===== src/hw/rtl/pbrc_pkg.sv =====
// Shared widths, codes and sizes for the pinned block region cache.
`default_nettype none
package pbrc_pkg;

    localparam int SLOTS   = 2;
    localparam int STREAMS = 2;

    localparam int SLOT_W   = $clog2(SLOTS);
    localparam int PIN_W    = $clog2(STREAMS + 1);
    localparam int STREAM_W = 1;
    localparam int OFF_W    = 48;
    localparam int LEN_W    = 32;
    localparam int CNT_W    = 32;
    localparam int SRC_W    = 2;
    localparam int STEP_W   = $clog2(OFF_W);

    localparam int S_DATA_BITS = STREAM_W + OFF_W + LEN_W;
    localparam int S_DATA_W    = ((S_DATA_BITS + 7) / 8) * 8;
    localparam int M_DATA_BITS = 1 + LEN_W + LEN_W + 1 + OFF_W + LEN_W + CNT_W + CNT_W;
    localparam int M_DATA_W    = ((M_DATA_BITS + 7) / 8) * 8;
    localparam int M_USER_W    = 1 + SRC_W;

    localparam int CFG_IDX_W  = 2;
    localparam int CFG_DATA_W = OFF_W;

    localparam logic [CFG_IDX_W-1:0] REG_BASE   = 2'd0;
    localparam logic [CFG_IDX_W-1:0] REG_LENGTH = 2'd1;
    localparam logic [CFG_IDX_W-1:0] REG_BLOCK  = 2'd2;

    localparam logic [LEN_W-1:0] BLOCK_SIZE_RESET = 32'd65536;

    localparam logic CMD_RESOLVE = 1'b0;
    localparam logic CMD_RELEASE = 1'b1;

    localparam logic STATUS_OK    = 1'b0;
    localparam logic STATUS_RANGE = 1'b1;

    localparam logic [SRC_W-1:0] SRC_EMPTY   = 2'd0;
    localparam logic [SRC_W-1:0] SRC_SLOT    = 2'd1;
    localparam logic [SRC_W-1:0] SRC_SCRATCH = 2'd2;

endpackage
`default_nettype wire


===== src/hw/rtl/pinned_block_region_cache_top.sv =====
// Pinned block region cache: window check, serial block divide, slot lookup and pinning.
//
//  channel | direction | beat contents
//  s_      | in        | tuser: cmd; tdata: stream, abs_off, win_len
//  m_      | out       | tuser: status, source; tdata: slot_id .. stream_hits
//  cfg_    | in        | cfg_index, cfg_data (region base, region size, block_size)
//
// A resolve beat that passes the range checks goes from acceptance through the base, end
// and length checks, the bit-serial remainder by block_size, alignment, block offset,
// block length, fit, slot lookup and result. Errors and zero lengths go to the result from
// their check, a release directly. One beat is in work at a time; s_tready is high only when idle.
// A held result in the output register does not stop acceptance; a new result waits
// for it to drain. Reset is synchronous and leaves all slots empty and unpinned.
`default_nettype none
module pinned_block_region_cache_top (
    input  wire logic                            aclk,
    input  wire logic                            aresetn,
    input  wire logic                            s_tvalid,
    output logic                                 s_tready,
    // [0] stream, [48:1] abs_off, [80:49] win_len, rest zero
    input  wire logic [pbrc_pkg::S_DATA_W-1:0]   s_tdata,
    // [0] cmd
    input  wire logic                            s_tuser,
    output logic                                 m_tvalid,
    input  wire logic                            m_tready,
    // [0] slot_id, [32:1] slice_off, [64:33] slice_len, [65] read_issue,
    // [113:66] read_off, [145:114] read_len, [177:146] stream_reads,
    // [209:178] stream_hits, rest zero
    output logic [pbrc_pkg::M_DATA_W-1:0]        m_tdata,
    // [0] status, [2:1] source
    output logic [pbrc_pkg::M_USER_W-1:0]        m_tuser,
    input  wire logic                            cfg_valid,
    output logic                                 cfg_ready,
    input  wire logic [pbrc_pkg::CFG_IDX_W-1:0]  cfg_index,
    input  wire logic [pbrc_pkg::CFG_DATA_W-1:0] cfg_data
);
    import pbrc_pkg::*;

    typedef enum logic [3:0] {
        ST_IDLE, ST_CHK_BASE, ST_CHK_END, ST_CHK_LEN, ST_DIV, ST_ALIGN,
        ST_BLK_OFF, ST_BLK_LEN, ST_FIT, ST_LOOK, ST_RELEASE, ST_DONE
    } state_t;

    state_t state_reg;

    logic [OFF_W-1:0] region_base_reg;
    logic [OFF_W-1:0] region_size_reg;
    logic [LEN_W-1:0] block_size_reg;

    logic [OFF_W-1:0] slot_block_off_reg [SLOTS];
    logic [LEN_W-1:0] slot_len_reg       [SLOTS];
    logic             slot_valid_reg     [SLOTS];
    logic [PIN_W-1:0] slot_pin_reg       [SLOTS];
    logic             has_pin_reg        [STREAMS];
    logic [SLOT_W-1:0] pinned_slot_reg   [STREAMS];
    logic [CNT_W-1:0] read_cnt_reg       [STREAMS];
    logic [CNT_W-1:0] hit_cnt_reg        [STREAMS];

    logic [STREAM_W-1:0] stream_reg;
    logic [OFF_W-1:0]    abs_off_reg;
    logic [LEN_W-1:0]    win_len_reg;
    logic [OFF_W-1:0]    rel_reg;
    logic [OFF_W-1:0]    lrem_reg;
    logic [OFF_W-1:0]    dvd_reg;
    logic [LEN_W-1:0]    rem_reg;
    logic [STEP_W-1:0]   step_reg;
    logic [OFF_W-1:0]    aligned_reg;
    logic [OFF_W-1:0]    blk_off_reg;
    logic [LEN_W-1:0]    blk_len_reg;
    logic [LEN_W:0]      end_reg;
    logic                fits_reg;

    logic                status_reg;
    logic [SRC_W-1:0]    source_reg;
    logic [SLOT_W-1:0]   slot_id_reg;
    logic [LEN_W-1:0]    slice_off_reg;
    logic [LEN_W-1:0]    slice_len_reg;
    logic                rd_issue_reg;
    logic [OFF_W-1:0]    rd_off_reg;
    logic [LEN_W-1:0]    rd_len_reg;

    logic                m_tvalid_reg;
    logic [M_DATA_W-1:0] m_tdata_reg;
    logic [M_USER_W-1:0] m_tuser_reg;

    logic [LEN_W-1:0]  bs_eff;
    logic [LEN_W:0]    div_trial;
    logic [LEN_W+1:0]  div_diff;
    logic [LEN_W-1:0]  rem_next;
    logic [OFF_W:0]    rel_next;
    logic [OFF_W-1:0]  rest_next;
    logic              len_err;
    logic              do_drop;
    logic [SLOT_W-1:0] drop_slot;
    logic              hit_any;
    logic              free_any;
    logic [SLOT_W-1:0] hit_idx;
    logic [SLOT_W-1:0] free_idx;

    assign s_tready  = (state_reg == ST_IDLE);
    assign cfg_ready = 1'b1;
    assign m_tvalid  = m_tvalid_reg;
    assign m_tdata   = m_tdata_reg;
    assign m_tuser   = m_tuser_reg;

    assign bs_eff    = (block_size_reg == '0) ? LEN_W'(1) : block_size_reg;
    assign div_trial = {rem_reg, dvd_reg[OFF_W-1]};
    assign div_diff  = {1'b0, div_trial} - {2'b00, bs_eff};
    assign rem_next  = div_diff[LEN_W+1] ? div_trial[LEN_W-1:0] : div_diff[LEN_W-1:0];
    assign rel_next  = {1'b0, abs_off_reg} - {1'b0, region_base_reg};
    assign rest_next = region_size_reg - aligned_reg;
    assign len_err   = {{(OFF_W-LEN_W){1'b0}}, win_len_reg} > lrem_reg;
    assign do_drop   = (state_reg == ST_RELEASE) || ((state_reg == ST_CHK_LEN) && !len_err);
    assign drop_slot = pinned_slot_reg[stream_reg];

    always_comb begin
        hit_any  = 1'b0;
        free_any = 1'b0;
        hit_idx  = '0;
        free_idx = '0;
        for (int k = SLOTS - 1; k >= 0; k--) begin
            if (slot_valid_reg[k] && (slot_block_off_reg[k] == blk_off_reg) &&
                (end_reg <= {1'b0, slot_len_reg[k]})) begin
                hit_any = 1'b1;
                hit_idx = SLOT_W'(k);
            end
            if (slot_pin_reg[k] == '0) begin
                free_any = 1'b1;
                free_idx = SLOT_W'(k);
            end
        end
    end

    always_ff @(posedge aclk) begin
        if (!aresetn) begin
            state_reg         <= ST_IDLE;
            m_tvalid_reg      <= 1'b0;
            region_base_reg   <= '0;
            region_size_reg   <= '0;
            block_size_reg    <= BLOCK_SIZE_RESET;
            for (int k = 0; k < SLOTS; k++) begin
                slot_block_off_reg[k] <= '0;
                slot_len_reg[k]       <= '0;
                slot_valid_reg[k]     <= 1'b0;
                slot_pin_reg[k]       <= '0;
            end
            for (int s = 0; s < STREAMS; s++) begin
                has_pin_reg[s]     <= 1'b0;
                pinned_slot_reg[s] <= '0;
                read_cnt_reg[s]    <= '0;
                hit_cnt_reg[s]     <= '0;
            end
        end else begin
            if (cfg_valid) begin
                unique case (cfg_index)
                    REG_BASE:   region_base_reg   <= cfg_data;
                    REG_LENGTH: region_size_reg   <= cfg_data;
                    REG_BLOCK:  block_size_reg    <= cfg_data[LEN_W-1:0];
                    default: ;
                endcase
            end

            if (m_tvalid_reg && m_tready && (state_reg != ST_DONE)) begin
                m_tvalid_reg <= 1'b0;
            end

            if (do_drop && has_pin_reg[stream_reg]) begin
                if (slot_pin_reg[drop_slot] != '0) begin
                    slot_pin_reg[drop_slot] <= slot_pin_reg[drop_slot] - PIN_W'(1);
                end
                has_pin_reg[stream_reg]     <= 1'b0;
                pinned_slot_reg[stream_reg] <= '0;
            end

            unique case (state_reg)
                ST_IDLE: begin
                    if (s_tvalid) begin
                        stream_reg    <= s_tdata[0];
                        abs_off_reg   <= s_tdata[OFF_W:1];
                        win_len_reg   <= s_tdata[OFF_W+LEN_W:OFF_W+1];
                        status_reg    <= STATUS_OK;
                        source_reg    <= SRC_EMPTY;
                        slot_id_reg   <= '0;
                        slice_off_reg <= '0;
                        slice_len_reg <= '0;
                        rd_issue_reg  <= 1'b0;
                        rd_off_reg    <= '0;
                        rd_len_reg    <= '0;
                        state_reg     <= (s_tuser == CMD_RELEASE) ? ST_RELEASE : ST_CHK_BASE;
                    end
                end
                ST_RELEASE: begin
                    state_reg <= ST_DONE;
                end
                ST_CHK_BASE: begin
                    rel_reg <= rel_next[OFF_W-1:0];
                    if (rel_next[OFF_W]) begin
                        status_reg <= STATUS_RANGE;
                        state_reg  <= ST_DONE;
                    end else begin
                        state_reg <= ST_CHK_END;
                    end
                end
                ST_CHK_END: begin
                    lrem_reg <= region_size_reg - rel_reg;
                    if (rel_reg > region_size_reg) begin
                        status_reg <= STATUS_RANGE;
                        state_reg  <= ST_DONE;
                    end else begin
                        state_reg <= ST_CHK_LEN;
                    end
                end
                ST_CHK_LEN: begin
                    dvd_reg  <= rel_reg;
                    rem_reg  <= '0;
                    step_reg <= '0;
                    if (len_err) begin
                        status_reg <= STATUS_RANGE;
                        state_reg  <= ST_DONE;
                    end else if (win_len_reg == '0) begin
                        state_reg <= ST_DONE;
                    end else begin
                        state_reg <= ST_DIV;
                    end
                end
                ST_DIV: begin
                    rem_reg  <= rem_next;
                    dvd_reg  <= {dvd_reg[OFF_W-2:0], 1'b0};
                    step_reg <= step_reg + STEP_W'(1);
                    if (step_reg == STEP_W'(OFF_W - 1)) begin
                        state_reg <= ST_ALIGN;
                    end
                end
                ST_ALIGN: begin
                    aligned_reg <= rel_reg - {{(OFF_W-LEN_W){1'b0}}, rem_reg};
                    state_reg   <= ST_BLK_OFF;
                end
                ST_BLK_OFF: begin
                    blk_off_reg <= region_base_reg + aligned_reg;
                    state_reg   <= ST_BLK_LEN;
                end
                ST_BLK_LEN: begin
                    if (rest_next < {{(OFF_W-LEN_W){1'b0}}, bs_eff}) begin
                        blk_len_reg <= rest_next[LEN_W-1:0];
                    end else begin
                        blk_len_reg <= bs_eff;
                    end
                    state_reg <= ST_FIT;
                end
                ST_FIT: begin
                    fits_reg  <= win_len_reg <= (blk_len_reg - rem_reg);
                    end_reg   <= {1'b0, rem_reg} + {1'b0, win_len_reg};
                    state_reg <= ST_LOOK;
                end
                ST_LOOK: begin
                    slice_len_reg <= win_len_reg;
                    if (fits_reg && hit_any) begin
                        slot_pin_reg[hit_idx]       <= slot_pin_reg[hit_idx] + PIN_W'(1);
                        has_pin_reg[stream_reg]     <= 1'b1;
                        pinned_slot_reg[stream_reg] <= hit_idx;
                        if (hit_cnt_reg[stream_reg] != '1) begin
                            hit_cnt_reg[stream_reg] <= hit_cnt_reg[stream_reg] + CNT_W'(1);
                        end
                        source_reg    <= SRC_SLOT;
                        slot_id_reg   <= hit_idx;
                        slice_off_reg <= rem_reg;
                    end else begin
                        if (read_cnt_reg[stream_reg] != '1) begin
                            read_cnt_reg[stream_reg] <= read_cnt_reg[stream_reg] + CNT_W'(1);
                        end
                        rd_issue_reg <= 1'b1;
                        if (fits_reg && free_any) begin
                            slot_block_off_reg[free_idx] <= blk_off_reg;
                            slot_len_reg[free_idx]       <= blk_len_reg;
                            slot_valid_reg[free_idx]     <= 1'b1;
                            slot_pin_reg[free_idx]       <= PIN_W'(1);
                            has_pin_reg[stream_reg]      <= 1'b1;
                            pinned_slot_reg[stream_reg]  <= free_idx;
                            source_reg    <= SRC_SLOT;
                            slot_id_reg   <= free_idx;
                            slice_off_reg <= rem_reg;
                            rd_off_reg    <= blk_off_reg;
                            rd_len_reg    <= blk_len_reg;
                        end else begin
                            source_reg <= SRC_SCRATCH;
                            rd_off_reg <= abs_off_reg;
                            rd_len_reg <= win_len_reg;
                        end
                    end
                    state_reg <= ST_DONE;
                end
                ST_DONE: begin
                    if (!m_tvalid_reg || m_tready) begin
                        m_tvalid_reg <= 1'b1;
                        m_tuser_reg  <= {source_reg, status_reg};
                        m_tdata_reg  <= {{(M_DATA_W-M_DATA_BITS){1'b0}},
                                         hit_cnt_reg[stream_reg], read_cnt_reg[stream_reg],
                                         rd_len_reg, rd_off_reg, rd_issue_reg,
                                         slice_len_reg, slice_off_reg, slot_id_reg};
                        state_reg    <= ST_IDLE;
                    end
                end
                default: state_reg <= ST_IDLE;
            endcase
        end
    end

endmodule
`default_nettype wire


===== config.mk =====
export PLATFORM = sky130hd
export DESIGN_NAME = pinned_block_region_cache_top
export DESIGN_NICKNAME = d
export VERILOG_FILES = /design/src/hw/rtl/pbrc_pkg.sv /design/src/hw/rtl/pinned_block_region_cache_top.sv
export SDC_FILE = /design/constraint.sdc
export NUM_CORES = 2
export LEC_CHECK = 0
export BUFFER_PORTS_ARGS = -buffer_cell sky130_fd_sc_hd__buf_4
export CAP_MARGIN = 0
export CORE_MARGIN = 2
export CORE_UTILIZATION = 30
export CTS_CLUSTER_SIZE = 28
export DETAILED_ROUTE_END_ITERATION = 12
export GPL_TIMING_DRIVEN = 0
export PLACE_DENSITY = 0.51
export REMOVE_ABC_BUFFERS = 1
export SLEW_MARGIN = 20
export SYNTH_ARGS = -nofsm -noshare
export SYNTH_HDL_FRONTEND = slang
export SYNTH_SLANG_ARGS = --single-unit
export TNS_END_PERCENT = 50

===== constraint.sdc =====
create_clock -name aclk -period 17.2 [get_ports aclk]
set_clock_uncertainty 0.05 [all_clocks]
set_input_delay 2.58 -clock aclk [delete_from_list [all_inputs] [get_ports aclk]]
set_output_delay 2.58 -clock aclk [all_outputs]
set_load 0.005 [all_outputs]

==> results by group <==
Outcome
  – Outcome: completed

Finish
  – Synth-to-Final Area Change: 18.5%
  – Final instance area: 78800 µm²
  – Max reg flops: 210
  – Post-layout util: 35.8%
  – Fill cell total of the finished layout: 21700
  – Final #Nets: 7191
  – Register area: 35200 µm²
  – Layout cell share with drive strength beyond 1: 12.1%
  – Area of the multi-input gates: 29100 µm²
  – Non-filler cells, final: 9637

Synth
  – Number of enable flip-flop cells after synthesis: 1079
  – Top post-synthesis cells by area: edfxtp_1, ha_1, dfxtp_1
  – Mapped cell area: 66500 µm²
  – Mapped Cells: about 6000
  – Synth unique cells: 91
  – Post-synth ARST share: 0%
  – Avg Inst Size Synth: roughly 11 µm²
  – Dominant cell type by area after synthesis: edfxtp_1
  – Ys Warns: 0
  – Dominant synthesized flop cell: edfxtp_1
  – Cell with the most instances after synthesis: edfxtp_1
  – Synth top area share: 48.7%
  – Commonest cells in the netlist: edfxtp_1, nand2_1, ha_1
  – Number of synthesized register bits: approximately 1200
  – Register area share after synthesis: ~53%

GRT
  – Initial antenna violation count: 18
  – Vias in the first global route: 47000
  – First-pass GRT wire length: between 300 and 400 mm
  – GRT overflow: 0
  – Total Routing Usage GR: 18.4%
  – Largest net degree at the start of global routing: ~100

Power and ir drop
  – P per Cell Area: ~110 nW/µm²
  – Sw power: 2.36 mW
  – Pint: 5.93 mW
  – Comb pwr share: between 10% and 20%
  – Sequential power share: 44.5%
  – P_leak: approximately 31 nW
  – Clock Power Share: 38.0%
  – Peak supply drop: roughly 0.074 mV
  – Sw frac: 28.5%

Timing
  – Final setup violation count: 0
  – Slew HR: 19.1%
  – Fmax: 0.126 GHz
  – Tcrit/Tclk final: between 40% and 50%
  – Slew @ Worst Pin: 1.21 ns
  – Setup TNS: 0 ns
  – Final Hold Vio Count: 0
  – Min Hold Slack: about 0.36 ns
  – Final Critical Period: 7.95 ns
  – Unrepaired setup endpoints after global routing: false
  – Fin. max-slew vios: 0

Clock tree
  – Clk sinks: ~1200
  – # hold bufs at CTS: 0
  – Cts repair resizes: 0
  – Clk slew on worst S/H paths: 0.06 ns
  – Worst-skew pair later-pin latency: 0.81 ns
  – CTS Buf Count: 149
  – CTS root buf: clkbuf_16
  – CTS Buffer Depth: 3
  – CTS tree: done
  – H-Tree Level Count: 4
  – Post-CTS Setup Repair Bufs: 0

Placed design
  – Placed Cells incl. Taps: ~9400
  – Area of placed instances: between 70000 and 80000 µm²
  – Dpl hpwl: 169 mm
  – IO Port Bufs: 351
  – Placer Congestion: 0.968

Critical path
  – Critical path startpoint category: register
  – CP max FO: 12
  – Crit path capture type: register
  – Crit Path Class: register to register
  – Critical path arrival: about 8.4 ns
  – Critical Path RT: 17.68 ns

Floorplanning
  – Die Area: ~230000 µm²
  – Die Height: 475 µm
  – Starting Density: 30.2%
  – Core footprint: 220000 µm²
  – Row count: 172
  – Die width: 475 µm
  – Ports: 366

Detailed routing
  – Drt first pass iters: 5
  – Routed Antenna Nets: 0
  – Routed Wire Length: 212 mm
  – Initial drt markers: 3662
  – Highest Signal Layer: met5
  – Residual DRC count: 0
  – Avg WL per Cell: 22.0 µm
  – WL met2: 97.3 mm
  – Met3 wire length: roughly 9.6 mm
  – Metal-1 WL: 97.2 mm
  – Vias per Instance: 4.92
  – Total via count in the routed design: 47400

Hold path
  – Hold Path Class: register to register

Run
  – MaxCap Viol Count: 0
==> kinds of logic (layout without fill, tap and decap cells) <==
group	after synthesis	in the layout	share of synthesized area, %
buffers and inverters	644	1178	3.76
multiplexers	120	120	1.91
other	2	13	0.0113
adder cells (fa/ha/maj)	488	488	9.27
AO/OA/AOI/OAI	1358	1358	13.1
AND/OR/NAND/NOR	1866	1866	13.3
XOR/XNOR	437	437	5.75
flip-flops	1219	1219	52.9
==> cell usage in the layout, fill, tap and decap left out, types with 220 or more instances in the layout <==
| cell type | synthesis | final |
|---|---|---|
| a21oi_1 | 413 | 412 |
| ha_1 | 480 | 480 |
| buf_4 | 9 | 382 |
| xnor2_1 | 320 | 320 |
| inv_1 | 452 | 451 |
| o21ai_0 | 231 | 229 |
| edfxtp_1 | 1079 | 1079 |
| nand2_1 | 675 | 669 |
| and2_1 | 221 | 220 |
| nor2_1 | 429 | 424 |
==> per-layer routing <==
layer  up-vias  GRT usage [%]
li1      22900              -
met1     23100           24.9
met2      1159           29.8
met3       315           2.56
met4        10           6.79
met5         -              0
==> layout make-up <==
type | count | area share [%]
Antenna cell | 6 | 0.0190
Clock buffer | 185 | 5.03
Clock inverter | 80 | 1.11
Inverter | 453 | 2.16
Multi-Input combinational cell | 4276 | 36.9
Sequential cell | 1219 | 44.7
Tap cell | 2958 | 4.69
Timing Repair Buffer | 460 | 5.46
==> path summary, 6_finish.rpt <==
kind / from / endpoint / slack, ns / cells after the start
setup / recovery: aligned_reg[2]$_DFFE_PP_ / blk_len_reg[2]$_DFFE_PP_ / 9.25 / 27
hold / removal: rd_off_reg[6]$_SDFFCE_PN0P_ / m_tdata[72]$_DFFE_PP_ / 0.36 / 0
setup reg to reg: aligned_reg[2]$_DFFE_PP_ / blk_len_reg[2]$_DFFE_PP_ / 9.25 / 27
hold reg to reg: rd_off_reg[6]$_SDFFCE_PN0P_ / m_tdata[72]$_DFFE_PP_ / 0.36 / 0
==> critical path, cell delays in order, from the launching register on <==
cell	delay, ns
edfxtp_1	0.41
inv_1	0.08
ha_1	0.39
o211ai_1	0.11
a21o_1	0.18
a21oi_1	0.43
nand4b_1	0.39
nand2_1	0.30
a21boi_0	0.19
o21ai_0	0.35
a31oi_1	0.16
xnor2_1	0.37
ha_1	0.32
a2111oi_1	0.40
clkdlybuf4s18_2	0.33
and3_1	0.20
nand4_1	0.09
nor4_1	0.32
o221ai_1	0.17
nor4_1	0.19
o2111a_1	0.30
o211ai_1	0.10
or4_4	0.53
nor4_4	0.29
buf_8	0.22
buf_8	0.17
buf_4	0.22
mux2_1	0.40
==> per-stage QoR <==
step                      power (mW)  worst slack [ns]
after global placement          5.17             -2.56
after floorplan                 4.65              4.68
after CTS                       8.39              9.43
after detailed placement        5.20              9.43
final                           8.29              9.25
after global routing            8.66              8.81
==> power by group through the flow <==
stage | clock, mW | sequential, mW | combinational [mW]
6_report | 3.15 | 3.69 | 1.45
5_1_grt | 3.34 | 3.71 | 1.61
4_1_cts | 3.24 | 3.69 | 1.46
3_5_place_dp | 0 | 3.75 | 1.45
3_3_place_gp | 0 | 3.81 | 1.35
2_1_floorplan | 0 | 3.70 | 0.948
Power figures use the tool's default switching activity.
